File: config.mk
export PLATFORM = sky130hd
export DESIGN_NAME = four_channel_sound_generator
export DESIGN_NICKNAME = d
export VERILOG_FILES = /design/src/design/fcsg_pkg.sv /design/src/design/four_channel_sound_generator.sv
export SDC_FILE = /design/constraint.sdc
export NUM_CORES = 2
export LEC_CHECK = 0
export BUFFER_PORTS_ARGS = -buffer_cell sky130_fd_sc_hd__buf_2
export CORE_MARGIN = 10
export CORE_UTILIZATION = 36
export DETAILED_ROUTE_END_ITERATION = 10
export PLACE_DENSITY = 0.55
export SYNTH_ARGS = -nofsm -noshare
export SYNTH_HDL_FRONTEND = slang
export SYNTH_SLANG_ARGS = --single-unit
File: constraint.sdc
create_clock -name i_clk -period 15 [get_ports i_clk]
set_input_delay 4.5 -clock i_clk [delete_from_list [all_inputs] [get_ports i_clk]]
set_output_delay 4.5 -clock i_clk [all_outputs]
set_load 0.01 [all_outputs]
File: src/design/fcsg_pkg.sv
`default_nettype none
package fcsg_pkg;
    localparam int FRAME_PERIOD_DEF = 8192;

    localparam logic [1:0] REQ_TICK  = 2'd0;
    localparam logic [1:0] REQ_READ  = 2'd1;
    localparam logic [1:0] REQ_WRITE = 2'd2;

    localparam logic [15:0] A_NR10 = 16'hFF10;
    localparam logic [15:0] A_NR11 = 16'hFF11;
    localparam logic [15:0] A_NR12 = 16'hFF12;
    localparam logic [15:0] A_NR13 = 16'hFF13;
    localparam logic [15:0] A_NR14 = 16'hFF14;
    localparam logic [15:0] A_NR21 = 16'hFF16;
    localparam logic [15:0] A_NR22 = 16'hFF17;
    localparam logic [15:0] A_NR23 = 16'hFF18;
    localparam logic [15:0] A_NR24 = 16'hFF19;
    localparam logic [15:0] A_NR30 = 16'hFF1A;
    localparam logic [15:0] A_NR31 = 16'hFF1B;
    localparam logic [15:0] A_NR32 = 16'hFF1C;
    localparam logic [15:0] A_NR33 = 16'hFF1D;
    localparam logic [15:0] A_NR34 = 16'hFF1E;
    localparam logic [15:0] A_NR41 = 16'hFF20;
    localparam logic [15:0] A_NR42 = 16'hFF21;
    localparam logic [15:0] A_NR43 = 16'hFF22;
    localparam logic [15:0] A_NR44 = 16'hFF23;
    localparam logic [15:0] A_NR50 = 16'hFF24;
    localparam logic [15:0] A_NR51 = 16'hFF25;
    localparam logic [15:0] A_NR52 = 16'hFF26;
    localparam logic [15:0] A_WAVE_LO = 16'hFF30;
    localparam logic [15:0] A_WAVE_HI = 16'hFF3F;

    localparam logic [10:0] FREQ_MAX = 11'd2047;
endpackage
`default_nettype wire

File: src/design/four_channel_sound_generator.sv
`default_nettype none
// Four-voice sound unit: two pulse voices (the first with sweep), a wave voice
// over a 16-byte store and an LFSR noise voice, all behind byte registers at
// FF10..FF3F. Each request is a tick, a read or a write; one result per request
// carries read data, voice-on flags and the panned, master-scaled left and right
// mix after that request. The whole update of one request is combinational
// between the input register and the result register, so a request is taken
// every clock unless a full result register is stalled by the master side;
// the result register holds while the master side stalls and the input side
// keeps moving whenever the result slot is free or being emptied.
module four_channel_sound_generator #(
    parameter int FRAME_PERIOD = fcsg_pkg::FRAME_PERIOD_DEF
) (
    input  wire logic        i_clk,
    input  wire logic        i_rst_n,
    input  wire logic        s_axis_tvalid,
    output logic             s_axis_tready,
    // [1:0] req_type, [17:2] bus_addr, [25:18] write_data, [31:26] zero
    input  wire logic [31:0] s_axis_tdata,
    output logic             m_axis_tvalid,
    input  wire logic        m_axis_tready,
    // [7:0] read_data, [11:8] channels_on, [21:12] left_mix, [31:22] right_mix
    output logic [31:0]      m_axis_tdata
);
    import fcsg_pkg::*;

    localparam int FCW = $clog2(FRAME_PERIOD + 1);

    // request path
    logic       r_valid;
    logic [1:0] r_kind;
    logic [15:0] r_addr;
    logic [7:0] r_data;
    logic       r_ovalid;
    logic [31:0] r_odata;
    logic [31:0] n_odata;
    logic       work;

    assign work          = r_valid && (!r_ovalid || m_axis_tready);
    assign s_axis_tready = !r_valid || work;
    assign m_axis_tvalid = r_ovalid;
    assign m_axis_tdata  = r_odata;

    // state
    logic [FCW-1:0] r_fcnt, n_fcnt;
    logic [2:0]  r_fstep, n_fstep;
    logic        r_pwr, n_pwr;
    logic [7:0]  r_mvol, n_mvol, r_pan, n_pan;
    logic [7:0]  r_reg [13];
    logic [7:0]  n_reg [13];
    logic [1:0]  r_pon, n_pon, r_pdac, n_pdac;
    logic [6:0]  r_plen [2];
    logic [6:0]  n_plen [2];
    logic [10:0] r_pfrq [2];
    logic [10:0] n_pfrq [2];
    logic [13:0] r_ptmr [2];
    logic [13:0] n_ptmr [2];
    logic [2:0]  r_pph [2];
    logic [2:0]  n_pph [2];
    logic [3:0]  r_pvol [2];
    logic [3:0]  n_pvol [2];
    logic [3:0]  r_penv [2];
    logic [3:0]  n_penv [2];
    logic [3:0]  r_stmr, n_stmr;
    logic [11:0] r_shf, n_shf;
    logic        r_sact, n_sact, r_neg, n_neg;
    logic        r_won, n_won, r_wdac, n_wdac;
    logic [8:0]  r_wlen, n_wlen;
    logic [10:0] r_wfrq, n_wfrq;
    logic [12:0] r_wtmr, n_wtmr;
    logic [4:0]  r_wpos, n_wpos;
    logic [7:0]  r_wave [16];
    logic        r_non, n_non, r_ndac, n_ndac;
    logic [6:0]  r_nlen, n_nlen;
    logic [21:0] r_ntmr, n_ntmr;
    logic [3:0]  r_nvol, n_nvol, r_nenv, n_nenv;
    logic [14:0] r_nsh, n_nsh;
    logic [7:0]  n_rd;
    logic        wave_we;

    localparam logic [7:0] RAW_INIT [13] = '{8'h80, 8'hBF, 8'hF3, 8'hBF, 8'h3F, 8'h00,
        8'hBF, 8'h7F, 8'h9F, 8'hBF, 8'h00, 8'h00, 8'hBF};
    localparam logic [7:0] DUTY [4] = '{8'h01, 8'h81, 8'h87, 8'h7E};
    localparam int RX_SWP = 0, RX_WDAC = 7, RX_WVOL = 8, RX_WHI = 9;
    localparam int RX_NENV = 10, RX_NPOLY = 11, RX_NHI = 12;

    function automatic logic [21:0] noise_per(input logic [7:0] r);
        logic [21:0] d;
        d = (r[2:0] != 3'd0) ? {15'd0, r[2:0], 4'd0} : 22'd8;
        return d << r[7:4];
    endfunction

    function automatic logic [12:0] sweep_nf(input logic [11:0] sf, input logic [7:0] r);
        logic [11:0] d;
        d = sf >> r[2:0];
        return r[3] ? {1'b0, sf} - {1'b0, d} : {1'b0, sf} + {1'b0, d};
    endfunction

    // next-state logic for one request
    always_comb begin
        logic [12:0] nf;
        logic [7:0]  old, v, env, wb;
        logic [3:0]  smp;
        logic        x, step_clk;
        logic signed [9:0] lvl [4];
        logic signed [9:0] lsum, rsum;
        int c;
        n_fcnt = r_fcnt; n_fstep = r_fstep; n_pwr = r_pwr;
        n_mvol = r_mvol; n_pan = r_pan; n_reg = r_reg;
        n_pon = r_pon; n_pdac = r_pdac; n_plen = r_plen; n_pfrq = r_pfrq;
        n_ptmr = r_ptmr; n_pph = r_pph; n_pvol = r_pvol; n_penv = r_penv;
        n_stmr = r_stmr; n_shf = r_shf; n_sact = r_sact; n_neg = r_neg;
        n_won = r_won; n_wdac = r_wdac; n_wlen = r_wlen; n_wfrq = r_wfrq;
        n_wtmr = r_wtmr; n_wpos = r_wpos;
        n_non = r_non; n_ndac = r_ndac; n_nlen = r_nlen; n_ntmr = r_ntmr;
        n_nvol = r_nvol; n_nenv = r_nenv; n_nsh = r_nsh;
        n_rd = 8'hFF; wave_we = 1'b0;
        v = r_data; old = 8'd0; env = 8'd0; nf = 13'd0; x = 1'b0; step_clk = 1'b0;
        wb = 8'd0; smp = 4'd0; lsum = '0; rsum = '0;
        for (int k = 0; k < 4; k++) lvl[k] = '0;

        if (r_kind == REQ_TICK && r_pwr) begin
            // frame sequencer
            if ({1'b0, r_fcnt} + 1'b1 >= (FCW+1)'(FRAME_PERIOD)) begin
                n_fcnt = '0; step_clk = 1'b1;
            end else begin
                n_fcnt = r_fcnt + 1'b1;
            end
            if (step_clk) begin
                n_fstep = r_fstep + 3'd1;
                if (!r_fstep[0]) begin
                    for (c = 0; c < 2; c++)
                        if (r_reg[3+3*c][6] && r_plen[c] != 0) begin
                            n_plen[c] = r_plen[c] - 7'd1;
                            if (r_plen[c] == 7'd1) n_pon[c] = 1'b0;
                        end
                    if (r_reg[RX_WHI][6] && r_wlen != 0) begin
                        n_wlen = r_wlen - 9'd1;
                        if (r_wlen == 9'd1) n_won = 1'b0;
                    end
                    if (r_reg[RX_NHI][6] && r_nlen != 0) begin
                        n_nlen = r_nlen - 7'd1;
                        if (r_nlen == 7'd1) n_non = 1'b0;
                    end
                    if (r_fstep[1:0] == 2'b10 && r_sact && r_reg[RX_SWP][6:4] != 3'd0) begin
                        if (r_stmr <= 4'd1) begin
                            n_stmr = {1'b0, r_reg[RX_SWP][6:4]};
                            nf = sweep_nf(r_shf, r_reg[RX_SWP]);
                            if (r_reg[RX_SWP][3]) n_neg = 1'b1;
                            if (nf > 13'(FREQ_MAX)) n_pon[0] = 1'b0;
                            else if (r_reg[RX_SWP][2:0] != 3'd0) begin
                                n_pfrq[0] = nf[10:0];
                                n_shf = nf[11:0];
                                if (sweep_nf(nf[11:0], r_reg[RX_SWP]) > 13'(FREQ_MAX))
                                    n_pon[0] = 1'b0;
                            end
                        end else begin
                            n_stmr = r_stmr - 4'd1;
                        end
                    end
                end else if (r_fstep == 3'd7) begin
                    for (c = 0; c < 2; c++) begin
                        env = r_reg[2+3*c];
                        if (env[2:0] != 3'd0) begin
                            if (r_penv[c] <= 4'd1) begin
                                n_penv[c] = {1'b0, env[2:0]};
                                if (env[3]) begin
                                    if (r_pvol[c] < 4'd15) n_pvol[c] = r_pvol[c] + 4'd1;
                                end else if (r_pvol[c] > 4'd0) n_pvol[c] = r_pvol[c] - 4'd1;
                            end else n_penv[c] = r_penv[c] - 4'd1;
                        end
                    end
                    env = r_reg[RX_NENV];
                    if (env[2:0] != 3'd0) begin
                        if (r_nenv <= 4'd1) begin
                            n_nenv = {1'b0, env[2:0]};
                            if (env[3]) begin
                                if (r_nvol < 4'd15) n_nvol = r_nvol + 4'd1;
                            end else if (r_nvol > 4'd0) n_nvol = r_nvol - 4'd1;
                        end else n_nenv = r_nenv - 4'd1;
                    end
                end
            end
            // voice timers (enable seen after the frame step)
            for (c = 0; c < 2; c++)
                if (n_pon[c]) begin
                    if (r_ptmr[c] <= 14'd1) begin
                        n_ptmr[c] = {12'd2048 - {1'b0, n_pfrq[c]}, 2'b00};
                        n_pph[c] = r_pph[c] + 3'd1;
                    end else n_ptmr[c] = r_ptmr[c] - 14'd1;
                end
            if (n_won) begin
                if (r_wtmr <= 13'd1) begin
                    n_wtmr = {12'd2048 - {1'b0, r_wfrq}, 1'b0};
                    n_wpos = r_wpos + 5'd1;
                end else n_wtmr = r_wtmr - 13'd1;
            end
            if (n_non) begin
                if (r_ntmr <= 22'd1) begin
                    n_ntmr = noise_per(r_reg[RX_NPOLY]);
                    x = r_nsh[0] ^ r_nsh[1];
                    n_nsh = {x, r_nsh[14:1]};
                    if (r_reg[RX_NPOLY][3]) n_nsh[6] = x;
                end else n_ntmr = r_ntmr - 22'd1;
            end
        end else if (r_kind == REQ_READ) begin
            if (r_addr >= A_WAVE_LO && r_addr <= A_WAVE_HI)
                n_rd = r_won ? r_wave[r_wpos[4:1]] : r_wave[r_addr[3:0]];
            else begin
                case (r_addr)
                    A_NR10: n_rd = r_reg[0] | 8'h80;
                    A_NR11: n_rd = r_reg[1] | 8'h3F;
                    A_NR12: n_rd = r_reg[2];
                    A_NR14: n_rd = r_reg[3] | 8'hBF;
                    A_NR21: n_rd = r_reg[4] | 8'h3F;
                    A_NR22: n_rd = r_reg[5];
                    A_NR24: n_rd = r_reg[6] | 8'hBF;
                    A_NR30: n_rd = r_reg[RX_WDAC] | 8'h7F;
                    A_NR32: n_rd = r_reg[RX_WVOL] | 8'h9F;
                    A_NR34: n_rd = r_reg[RX_WHI] | 8'hBF;
                    A_NR42: n_rd = r_reg[RX_NENV];
                    A_NR43: n_rd = r_reg[RX_NPOLY];
                    A_NR44: n_rd = r_reg[RX_NHI] | 8'hBF;
                    A_NR50: n_rd = r_mvol;
                    A_NR51: n_rd = r_pan;
                    A_NR52: n_rd = {r_pwr, 3'b111, r_non, r_won, r_pon};
                    default: n_rd = 8'hFF;
                endcase
            end
        end else if (r_kind == REQ_WRITE) begin
            if (r_addr >= A_WAVE_LO && r_addr <= A_WAVE_HI) begin
                wave_we = 1'b1;
            end else if (r_addr == A_NR52) begin
                n_pwr = v[7];
                if (!v[7]) begin
                    for (int k = 0; k < 13; k++) n_reg[k] = 8'd0;
                    n_pon = '0; n_pdac = '0;
                    for (c = 0; c < 2; c++) begin
                        n_plen[c] = '0; n_pfrq[c] = '0; n_ptmr[c] = '0;
                        n_pph[c] = '0; n_pvol[c] = '0; n_penv[c] = '0;
                    end
                    n_stmr = '0; n_shf = '0; n_sact = 1'b0; n_neg = 1'b0;
                    n_won = 1'b0; n_wdac = 1'b0; n_wlen = '0; n_wfrq = '0;
                    n_wtmr = '0; n_wpos = '0;
                    n_non = 1'b0; n_ndac = 1'b0; n_nlen = '0; n_ntmr = '0;
                    n_nvol = '0; n_nenv = '0; n_nsh = '0;
                    n_mvol = 8'd0; n_pan = 8'd0;
                end
            end else if (r_pwr) begin
                case (r_addr)
                    A_NR10: begin
                        n_reg[RX_SWP] = v;
                        if (r_neg && r_reg[RX_SWP][3] && !v[3]) n_pon[0] = 1'b0;
                    end
                    A_NR11, A_NR21: begin
                        c = (r_addr == A_NR11) ? 0 : 1;
                        n_reg[1+3*c] = v;
                        n_plen[c] = 7'd64 - {1'b0, v[5:0]};
                    end
                    A_NR12, A_NR22: begin
                        c = (r_addr == A_NR12) ? 0 : 1;
                        old = r_reg[2+3*c];
                        n_reg[2+3*c] = v;
                        n_pdac[c] = v[7:3] != 5'd0;
                        if (r_pon[c]) begin
                            if (v[3] && !old[3]) n_pvol[c] = r_pvol[c] + 4'd1;
                            else if (old[3] != v[3]) n_pvol[c] = 4'd0 - r_pvol[c];
                        end
                        if (v[7:3] == 5'd0) n_pon[c] = 1'b0;
                    end
                    A_NR13, A_NR23: begin
                        c = (r_addr == A_NR13) ? 0 : 1;
                        n_pfrq[c] = {r_pfrq[c][10:8], v};
                    end
                    A_NR14, A_NR24: begin
                        c = (r_addr == A_NR14) ? 0 : 1;
                        n_reg[3+3*c] = v;
                        n_pfrq[c] = {v[2:0], r_pfrq[c][7:0]};
                        if (v[7]) begin
                            env = r_reg[2+3*c];
                            n_pon[c] = r_pdac[c];
                            if (r_plen[c] == 0)
                                n_plen[c] = (v[6] && !r_fstep[0]) ? 7'd63 : 7'd64;
                            n_ptmr[c] = {12'd2048 - {1'b0, n_pfrq[c]}, 2'b00};
                            n_penv[c] = (env[2:0] != 3'd0) ? {1'b0, env[2:0]} : 4'd8;
                            n_pvol[c] = env[7:4];
                            if (c == 0) begin
                                n_shf = {1'b0, n_pfrq[0]};
                                n_stmr = (r_reg[RX_SWP][6:4] != 3'd0) ?
                                         {1'b0, r_reg[RX_SWP][6:4]} : 4'd8;
                                n_sact = r_reg[RX_SWP][6:0] != 7'd0 &&
                                         (r_reg[RX_SWP][6:4] != 3'd0 ||
                                          r_reg[RX_SWP][2:0] != 3'd0);
                                n_neg = 1'b0;
                                if (r_reg[RX_SWP][2:0] != 3'd0) begin
                                    if (r_reg[RX_SWP][3]) n_neg = 1'b1;
                                    if (sweep_nf({1'b0, n_pfrq[0]}, r_reg[RX_SWP]) >
                                        13'(FREQ_MAX)) n_pon[0] = 1'b0;
                                end
                            end
                        end
                    end
                    A_NR30: begin
                        n_reg[RX_WDAC] = v; n_wdac = v[7];
                        if (!v[7]) n_won = 1'b0;
                    end
                    A_NR31: n_wlen = 9'd256 - {1'b0, v};
                    A_NR32: n_reg[RX_WVOL] = v;
                    A_NR33: n_wfrq = {r_wfrq[10:8], v};
                    A_NR34: begin
                        n_reg[RX_WHI] = v;
                        n_wfrq = {v[2:0], r_wfrq[7:0]};
                        if (v[7]) begin
                            n_won = r_wdac;
                            if (r_wlen == 0)
                                n_wlen = (v[6] && !r_fstep[0]) ? 9'd255 : 9'd256;
                            n_wtmr = {12'd2048 - {1'b0, n_wfrq}, 1'b0};
                            n_wpos = '0;
                        end
                    end
                    A_NR41: n_nlen = 7'd64 - {1'b0, v[5:0]};
                    A_NR42: begin
                        old = r_reg[RX_NENV];
                        n_reg[RX_NENV] = v;
                        n_ndac = v[7:3] != 5'd0;
                        if (r_non) begin
                            if (v[3] && !old[3]) n_nvol = r_nvol + 4'd1;
                            else if (old[3] != v[3]) n_nvol = 4'd0 - r_nvol;
                        end
                        if (v[7:3] == 5'd0) n_non = 1'b0;
                    end
                    A_NR43: n_reg[RX_NPOLY] = v;
                    A_NR44: begin
                        n_reg[RX_NHI] = v;
                        if (v[7]) begin
                            env = r_reg[RX_NENV];
                            n_non = r_ndac;
                            if (r_nlen == 0)
                                n_nlen = (v[6] && !r_fstep[0]) ? 7'd63 : 7'd64;
                            n_ntmr = noise_per(r_reg[RX_NPOLY]);
                            n_nenv = (env[2:0] != 3'd0) ? {1'b0, env[2:0]} : 4'd8;
                            n_nvol = env[7:4];
                            n_nsh = 15'h7FFF;
                        end
                    end
                    A_NR50: n_mvol = v;
                    A_NR51: n_pan = v;
                    default: ;
                endcase
            end
        end

        // voice levels from the new state
        for (c = 0; c < 2; c++)
            if (n_pon[c] && n_pdac[c]) begin
                wb = DUTY[n_reg[1+3*c][7:6]];
                lvl[c] = wb[3'd7 - n_pph[c]] ? $signed({6'd0, n_pvol[c]})
                                             : -$signed({6'd0, n_pvol[c]});
            end
        if (n_won && n_wdac && n_reg[RX_WVOL][6:5] != 2'd0) begin
            wb = wave_we && r_addr[3:0] == n_wpos[4:1] ? r_data : r_wave[n_wpos[4:1]];
            smp = n_wpos[0] ? wb[3:0] : wb[7:4];
            smp = smp >> (n_reg[RX_WVOL][6:5] - 2'd1);
            lvl[2] = $signed({5'd0, smp, 1'b0}) - 10'sd15;
        end
        if (n_non && n_ndac)
            lvl[3] = n_nsh[0] ? -$signed({6'd0, n_nvol}) : $signed({6'd0, n_nvol});
        for (int k = 0; k < 4; k++) begin
            if (n_pan[4+k]) lsum = lsum + lvl[k];
            if (n_pan[k]) rsum = rsum + lvl[k];
        end
        lsum = 10'(lsum * $signed({7'd0, n_mvol[6:4]} + 10'sd1));
        rsum = 10'(rsum * $signed({7'd0, n_mvol[2:0]} + 10'sd1));
        n_odata = {rsum, lsum, n_non, n_won, n_pon, n_rd};
    end

    // input register
    always_ff @(posedge i_clk) begin
        if (!i_rst_n) begin
            r_valid <= 1'b0;
        end else if (s_axis_tready) begin
            r_valid <= s_axis_tvalid;
        end
        if (s_axis_tready) begin
            r_kind <= s_axis_tdata[1:0];
            r_addr <= s_axis_tdata[17:2];
            r_data <= s_axis_tdata[25:18];
        end
    end

    // result register
    always_ff @(posedge i_clk) begin
        if (!i_rst_n) begin
            r_ovalid <= 1'b0;
        end else if (work) begin
            r_ovalid <= 1'b1;
        end else if (m_axis_tready) begin
            r_ovalid <= 1'b0;
        end
        if (work) r_odata <= n_odata;
    end

    // wave store
    always_ff @(posedge i_clk) begin
        if (!i_rst_n) begin
            for (int k = 0; k < 16; k++) r_wave[k] <= 8'd0;
        end else if (work && wave_we) begin
            r_wave[r_addr[3:0]] <= r_data;
        end
    end

    // sound state
    always_ff @(posedge i_clk) begin
        if (!i_rst_n) begin
            r_fcnt <= '0; r_fstep <= '0; r_pwr <= 1'b1;
            r_mvol <= 8'h77; r_pan <= 8'hF3; r_reg <= RAW_INIT;
            r_pon <= '0; r_pdac <= '0;
            for (int k = 0; k < 2; k++) begin
                r_plen[k] <= '0; r_pfrq[k] <= '0; r_ptmr[k] <= '0;
                r_pph[k] <= '0; r_pvol[k] <= '0; r_penv[k] <= '0;
            end
            r_stmr <= '0; r_shf <= '0; r_sact <= 1'b0; r_neg <= 1'b0;
            r_won <= 1'b0; r_wdac <= 1'b0; r_wlen <= '0; r_wfrq <= '0;
            r_wtmr <= '0; r_wpos <= '0;
            r_non <= 1'b0; r_ndac <= 1'b0; r_nlen <= '0; r_ntmr <= '0;
            r_nvol <= '0; r_nenv <= '0; r_nsh <= 15'h7FFF;
        end else if (work) begin
            r_fcnt <= n_fcnt; r_fstep <= n_fstep; r_pwr <= n_pwr;
            r_mvol <= n_mvol; r_pan <= n_pan; r_reg <= n_reg;
            r_pon <= n_pon; r_pdac <= n_pdac; r_plen <= n_plen; r_pfrq <= n_pfrq;
            r_ptmr <= n_ptmr; r_pph <= n_pph; r_pvol <= n_pvol; r_penv <= n_penv;
            r_stmr <= n_stmr; r_shf <= n_shf; r_sact <= n_sact; r_neg <= n_neg;
            r_won <= n_won; r_wdac <= n_wdac; r_wlen <= n_wlen; r_wfrq <= n_wfrq;
            r_wtmr <= n_wtmr; r_wpos <= n_wpos;
            r_non <= n_non; r_ndac <= n_ndac; r_nlen <= n_nlen; r_ntmr <= n_ntmr;
            r_nvol <= n_nvol; r_nenv <= n_nenv; r_nsh <= n_nsh;
        end
    end
endmodule
`default_nettype wire

==> out/summary.log <==
[status] result of the run completed
[worst_setup_path] required time of the critical path 15410 ps
[grt] aggregate global-route resource usage 22.66%
[finish] layout cell share with drive strength beyond 1 13.18%
[route] Iter 0 DRT Violations 4317
[synth] cell accounting for the most synthesized area dfxtp_1
[timing] achievable clock frequency 70.42 MHz
[worst_setup_path] Crit path max-delay family simple AND/OR/NAND/NOR gates
[worst_setup_path] data arrival at the endpoint of the critical path 14620 ps
[worst_setup_path] Critical-path top delay cell fa_1
[synth] mean cell area of the mapped netlist 8.049 um^2
[synth] cells after synthesis 4849
[route] Routed Wire Length 144.0 mm
[worst_setup_path] category of the worst setup path launch point flop
[finish] number of flip-flops in the largest register 128
[worst_setup_path] Crit path buffers/inverters 4
[pwr] post-layout total power 3.810 mW
[worst_setup_path] type of destination of the critical path flop
[synth] mux cell area share after synthesis 8.095%
[timing] pin slew with the least headroom to its limit 1196 ps
[synth] share of Yosys cell area claimed by the top area cell type 15.18%
[timing] number of hold violations in the final report 0
[floorplan] initial core utilization 36.36%
[run] Max Cap Violations 0
[synth] complex-gate fraction of the synthesized area 22.63%
[finish] post-layout instance area 43780 um^2
[placed_design] post-detail-place hpwl 102.6 mm
[grt] largest net degree at the start of global routing 106
[synth] post-synth net total 5101
[synth] Synth area leaders dfxtp_1 (15%), edfxtp_1 (14%), ha_1 (5.9%), nor2_1 (5.5%), mux4_2 (5.3%)
[floorplan] Core Region 107400 um^2
[synth] number of register bits inferred by synthesis 482
[finish] number of filler cells placed in the layout 10.82k
[floorplan] ports placed on the boundary 70
[placed_design] final RePlAce weighted congestion 0.9811
[grt] leftover overflow at the end of global routing 0
[hold_path] Hold Path Class flop to flop
[route] vias per std cell 6.014
[synth] register area share after synthesis 29.49%
[worst_setup_path] largest stage delay on the critical path 560 ps
[route] DRC 0
[placed_design] instance area at placement 41210 um^2
[hold_path] worst hold path depth 2
[timing] Slew Viols, Final 0
[timing] headroom to the max-slew limit 19.54%
[cts] CTS tree yes
[pwr] total power per unit cell area 87.02 nW/um^2
[route] Routed wire per std cell 22.96 um
[route] number of routed nets with antenna violations 0
[worst_setup_path] flop2flop setup slack 800 ps
[cts] clock sinks 482
[worst_setup_path] critical path class flop to flop
[synth] number of enable flip-flop cells after synthesis 186
[cts] cell at the root of the clock tree clkbuf_16
[synth] number of different library cells in the post-synthesis netlist 117
[floorplan] die width 349.3 um
[synth] post-synthesis share of cell area spent on xor and xnor gates 4.414%
[grt] first-pass GRT wire length 217.8 mm
[timing] ratio of final minimum period to clock period 94.68%
[synth] dominant synthesized flop cell dfxtp_1
[timing] number of setup violations in the final report 0
[hold_path] endpoint of the worst hold path r_pph[1]
[synth] Syn Std Cell Area 39030 um^2
[finish] Final Net Count 5065
[cts] clock transition at the registers of the reported paths 60 ps
[floorplan] Die Footprint 122000 um^2
[synth] most common cell in the netlist nor2_1
[synth] simple-gate share of the synthesized area 22.37%
[synth] adder-cell share of the synthesized area 7.559%
[cts] CTS H-tree lvls 2
[route] 1st-pass router iterations 8
[worst_setup_path] worst-case reg-to-reg path depth 59
[synth] Synth Warn # 0
[grt] antenna violations before repair 5
[hold_path] launch point of the worst hold path r_pph[1]
[floorplan] y dimension of the die 349.3 um
[floorplan] Placement Rows 120
[grt] via count of the first global-routing pass 34.81k
[pwr] Max VDD drop 0.1056 mV
[worst_setup_path] startpoint of the lowest-slack register-to-register path r_reg[96]
[placed_design] buffers added on ports 63
[worst_setup_path] Critical Path Most Common Cell fa_1
[route] total vias in the final route 37.71k
[synth] most numerous cell types in the synthesized netlist nor2_1 (574), nand2_1 (510), a21oi_1 (350), clkbuf_1 (312)
[timing] minimum period implied by the final worst setup slack 14200 ps
[cts] insertion delay to the later sink of the worst-skew pair 700 ps
[finish] Layout Area Growth over Synthesis 12.18%
[synth] FFs w/ async S/R, synth 0%
[cts] CTS Buffer Depth 3
[worst_setup_path] terminus of the critical flop-to-flop path m_axis_tdata[21]
[worst_setup_path] critical path peak fanout 7
[timing] largest clock skew in the final design 38.77 ps
[synth] combinational family with the most area after synthesis compound AO/OA/AOI/OAI gates
[cts] total clock buffers created by CTS 60
[pwr] LEAKAGE 16.52 nW
==> repair_timing <==
item,4_1_cts,5_1_grt
endpoints found under the setup margin,0,2
gates resized for setup,0,81
hold buffers,0,0
buffers inserted,0,16
==> worst register-to-register path, delay by kind of cell (launching register included) <==
family                     cells  cell delay [ps]
AOI/OAI and AO/OA             16             2440
xor gates and xnor gates       5             1070
buffers and inverters          4              450
adders and majority gates      9             3770
muxes                          5             1700
and+or+nand+nor               20             4100
DFF                            1              400
==> routing by layer <==
layer	global-route usage, %	vias up	part of all wire (%)
met5	0	-	0.0076
met4	8.454	2	4.0
met3	4.497	289	9.4
met2	34.14	1640	43
met1	31.66	18110	44
li1	-	17670	-
==> logic make-up (layout without fill, tap and decap cells) <==
kind of cell / count (synthesis) / count (layout)
and+or+nand+nor: 1867 / 1867
muxes: 197 / 197
adders and majority gates: 216 / 216
other: 0 / 2
buffers and inverters: 559 / 575
xor gates and xnor gates: 192 / 192
AOI/OAI and AO/OA: 1336 / 1336
DFF: 482 / 482
==> cell usage in the layout (no fill, tap or decap), types with 20 or more instances in the layout <==
master     synthesis  final
nor2_1           574    563
nand2_1          510    508
a21oi_1          350    334
dfxtp_1          296    291
o21ai_0          296    290
buf_4              0    196
inv_1            191    188
edfxtp_1         186    186
nor3_1           191    184
ha_1             183    178
nand3_1          145    145
xnor2_1          129    127
a211oi_1          95     92
mux4_2            91     91
and2_1            88     88
a22oi_1           86     86
mux2i_1           76     69
clkbuf_16          0     63
buf_2             11     62
xor2_1            60     59
nor4_1            53     51
nor2b_1           49     48
a31oi_1           49     46
and3_1            45     44
nand2b_1          41     40
a21o_1            38     38
o211ai_1          38     38
or3_1             38     36
o22ai_1           36     36
fa_1              33     33
nand4_1           32     32
a311oi_1          30     30
o221ai_1          30     29
mux2_2            28     28
or2_2             22     21
o211a_1           21     21
o21bai_1          22     21
a22o_1            20     20
o21a_1            20     20
==> cell type report <==
cell class | instances | area [um^2] | area share [%]
antenna | 2 | 5.005 | 0.01143
clock buffer | 86 | 1783 | 4.072
inverter | 200 | 764.5 | 1.746
tap | 1403 | 1755 | 4.009
clock inverter | 28 | 277.8 | 0.6344
timing repair buffer | 261 | 1815 | 4.146
sequential | 482 | 11520 | 26.32
multi-input combinational | 3808 | 25860 | 59.06
==> report_power, final <==
| part | internal (mW) | switching, mW |
|---|---|---|
| sequential | 1.39 | 0.0378 |
| combinational | 0.336 | 0.529 |
| clock | 0.868 | 0.647 |
==> worst max-delay path by stage <==
stage / from / to / slack, ps / cells past startpoint
2_1_floorplan: r_reg[97] / m_axis_tdata[21] / 10 / 68
3_3_place_gp: r_reg[96] / m_axis_tdata[21] / 200 / 63
3_5_place_dp: r_reg[96] / m_axis_tdata[21] / 160 / 62
4_1_cts: r_reg[96] / m_axis_tdata[21] / 70 / 62
5_1_grt: r_reg[96] / m_axis_tdata[31] / -20 / 64
6_report: r_reg[96] / m_axis_tdata[21] / 800 / 59
==> through the flow <==
step                TNS [ps]  hold slack (ps)  utilization, %  instances  worst slack [ps]
CTS                        0            477.8           40.31       6252             69.47
detailed placement         0            469.1           38.39       6138             155.3
global route          -22.31            501.4           40.78       6268            -21.58
global placement           0            457.3           38.39       6138             196.2
finish                     0            477.1           40.79       6270             798.5
floorplan                  0            441.2               -       4849             11.42
(Power assumes the default switching activity.)
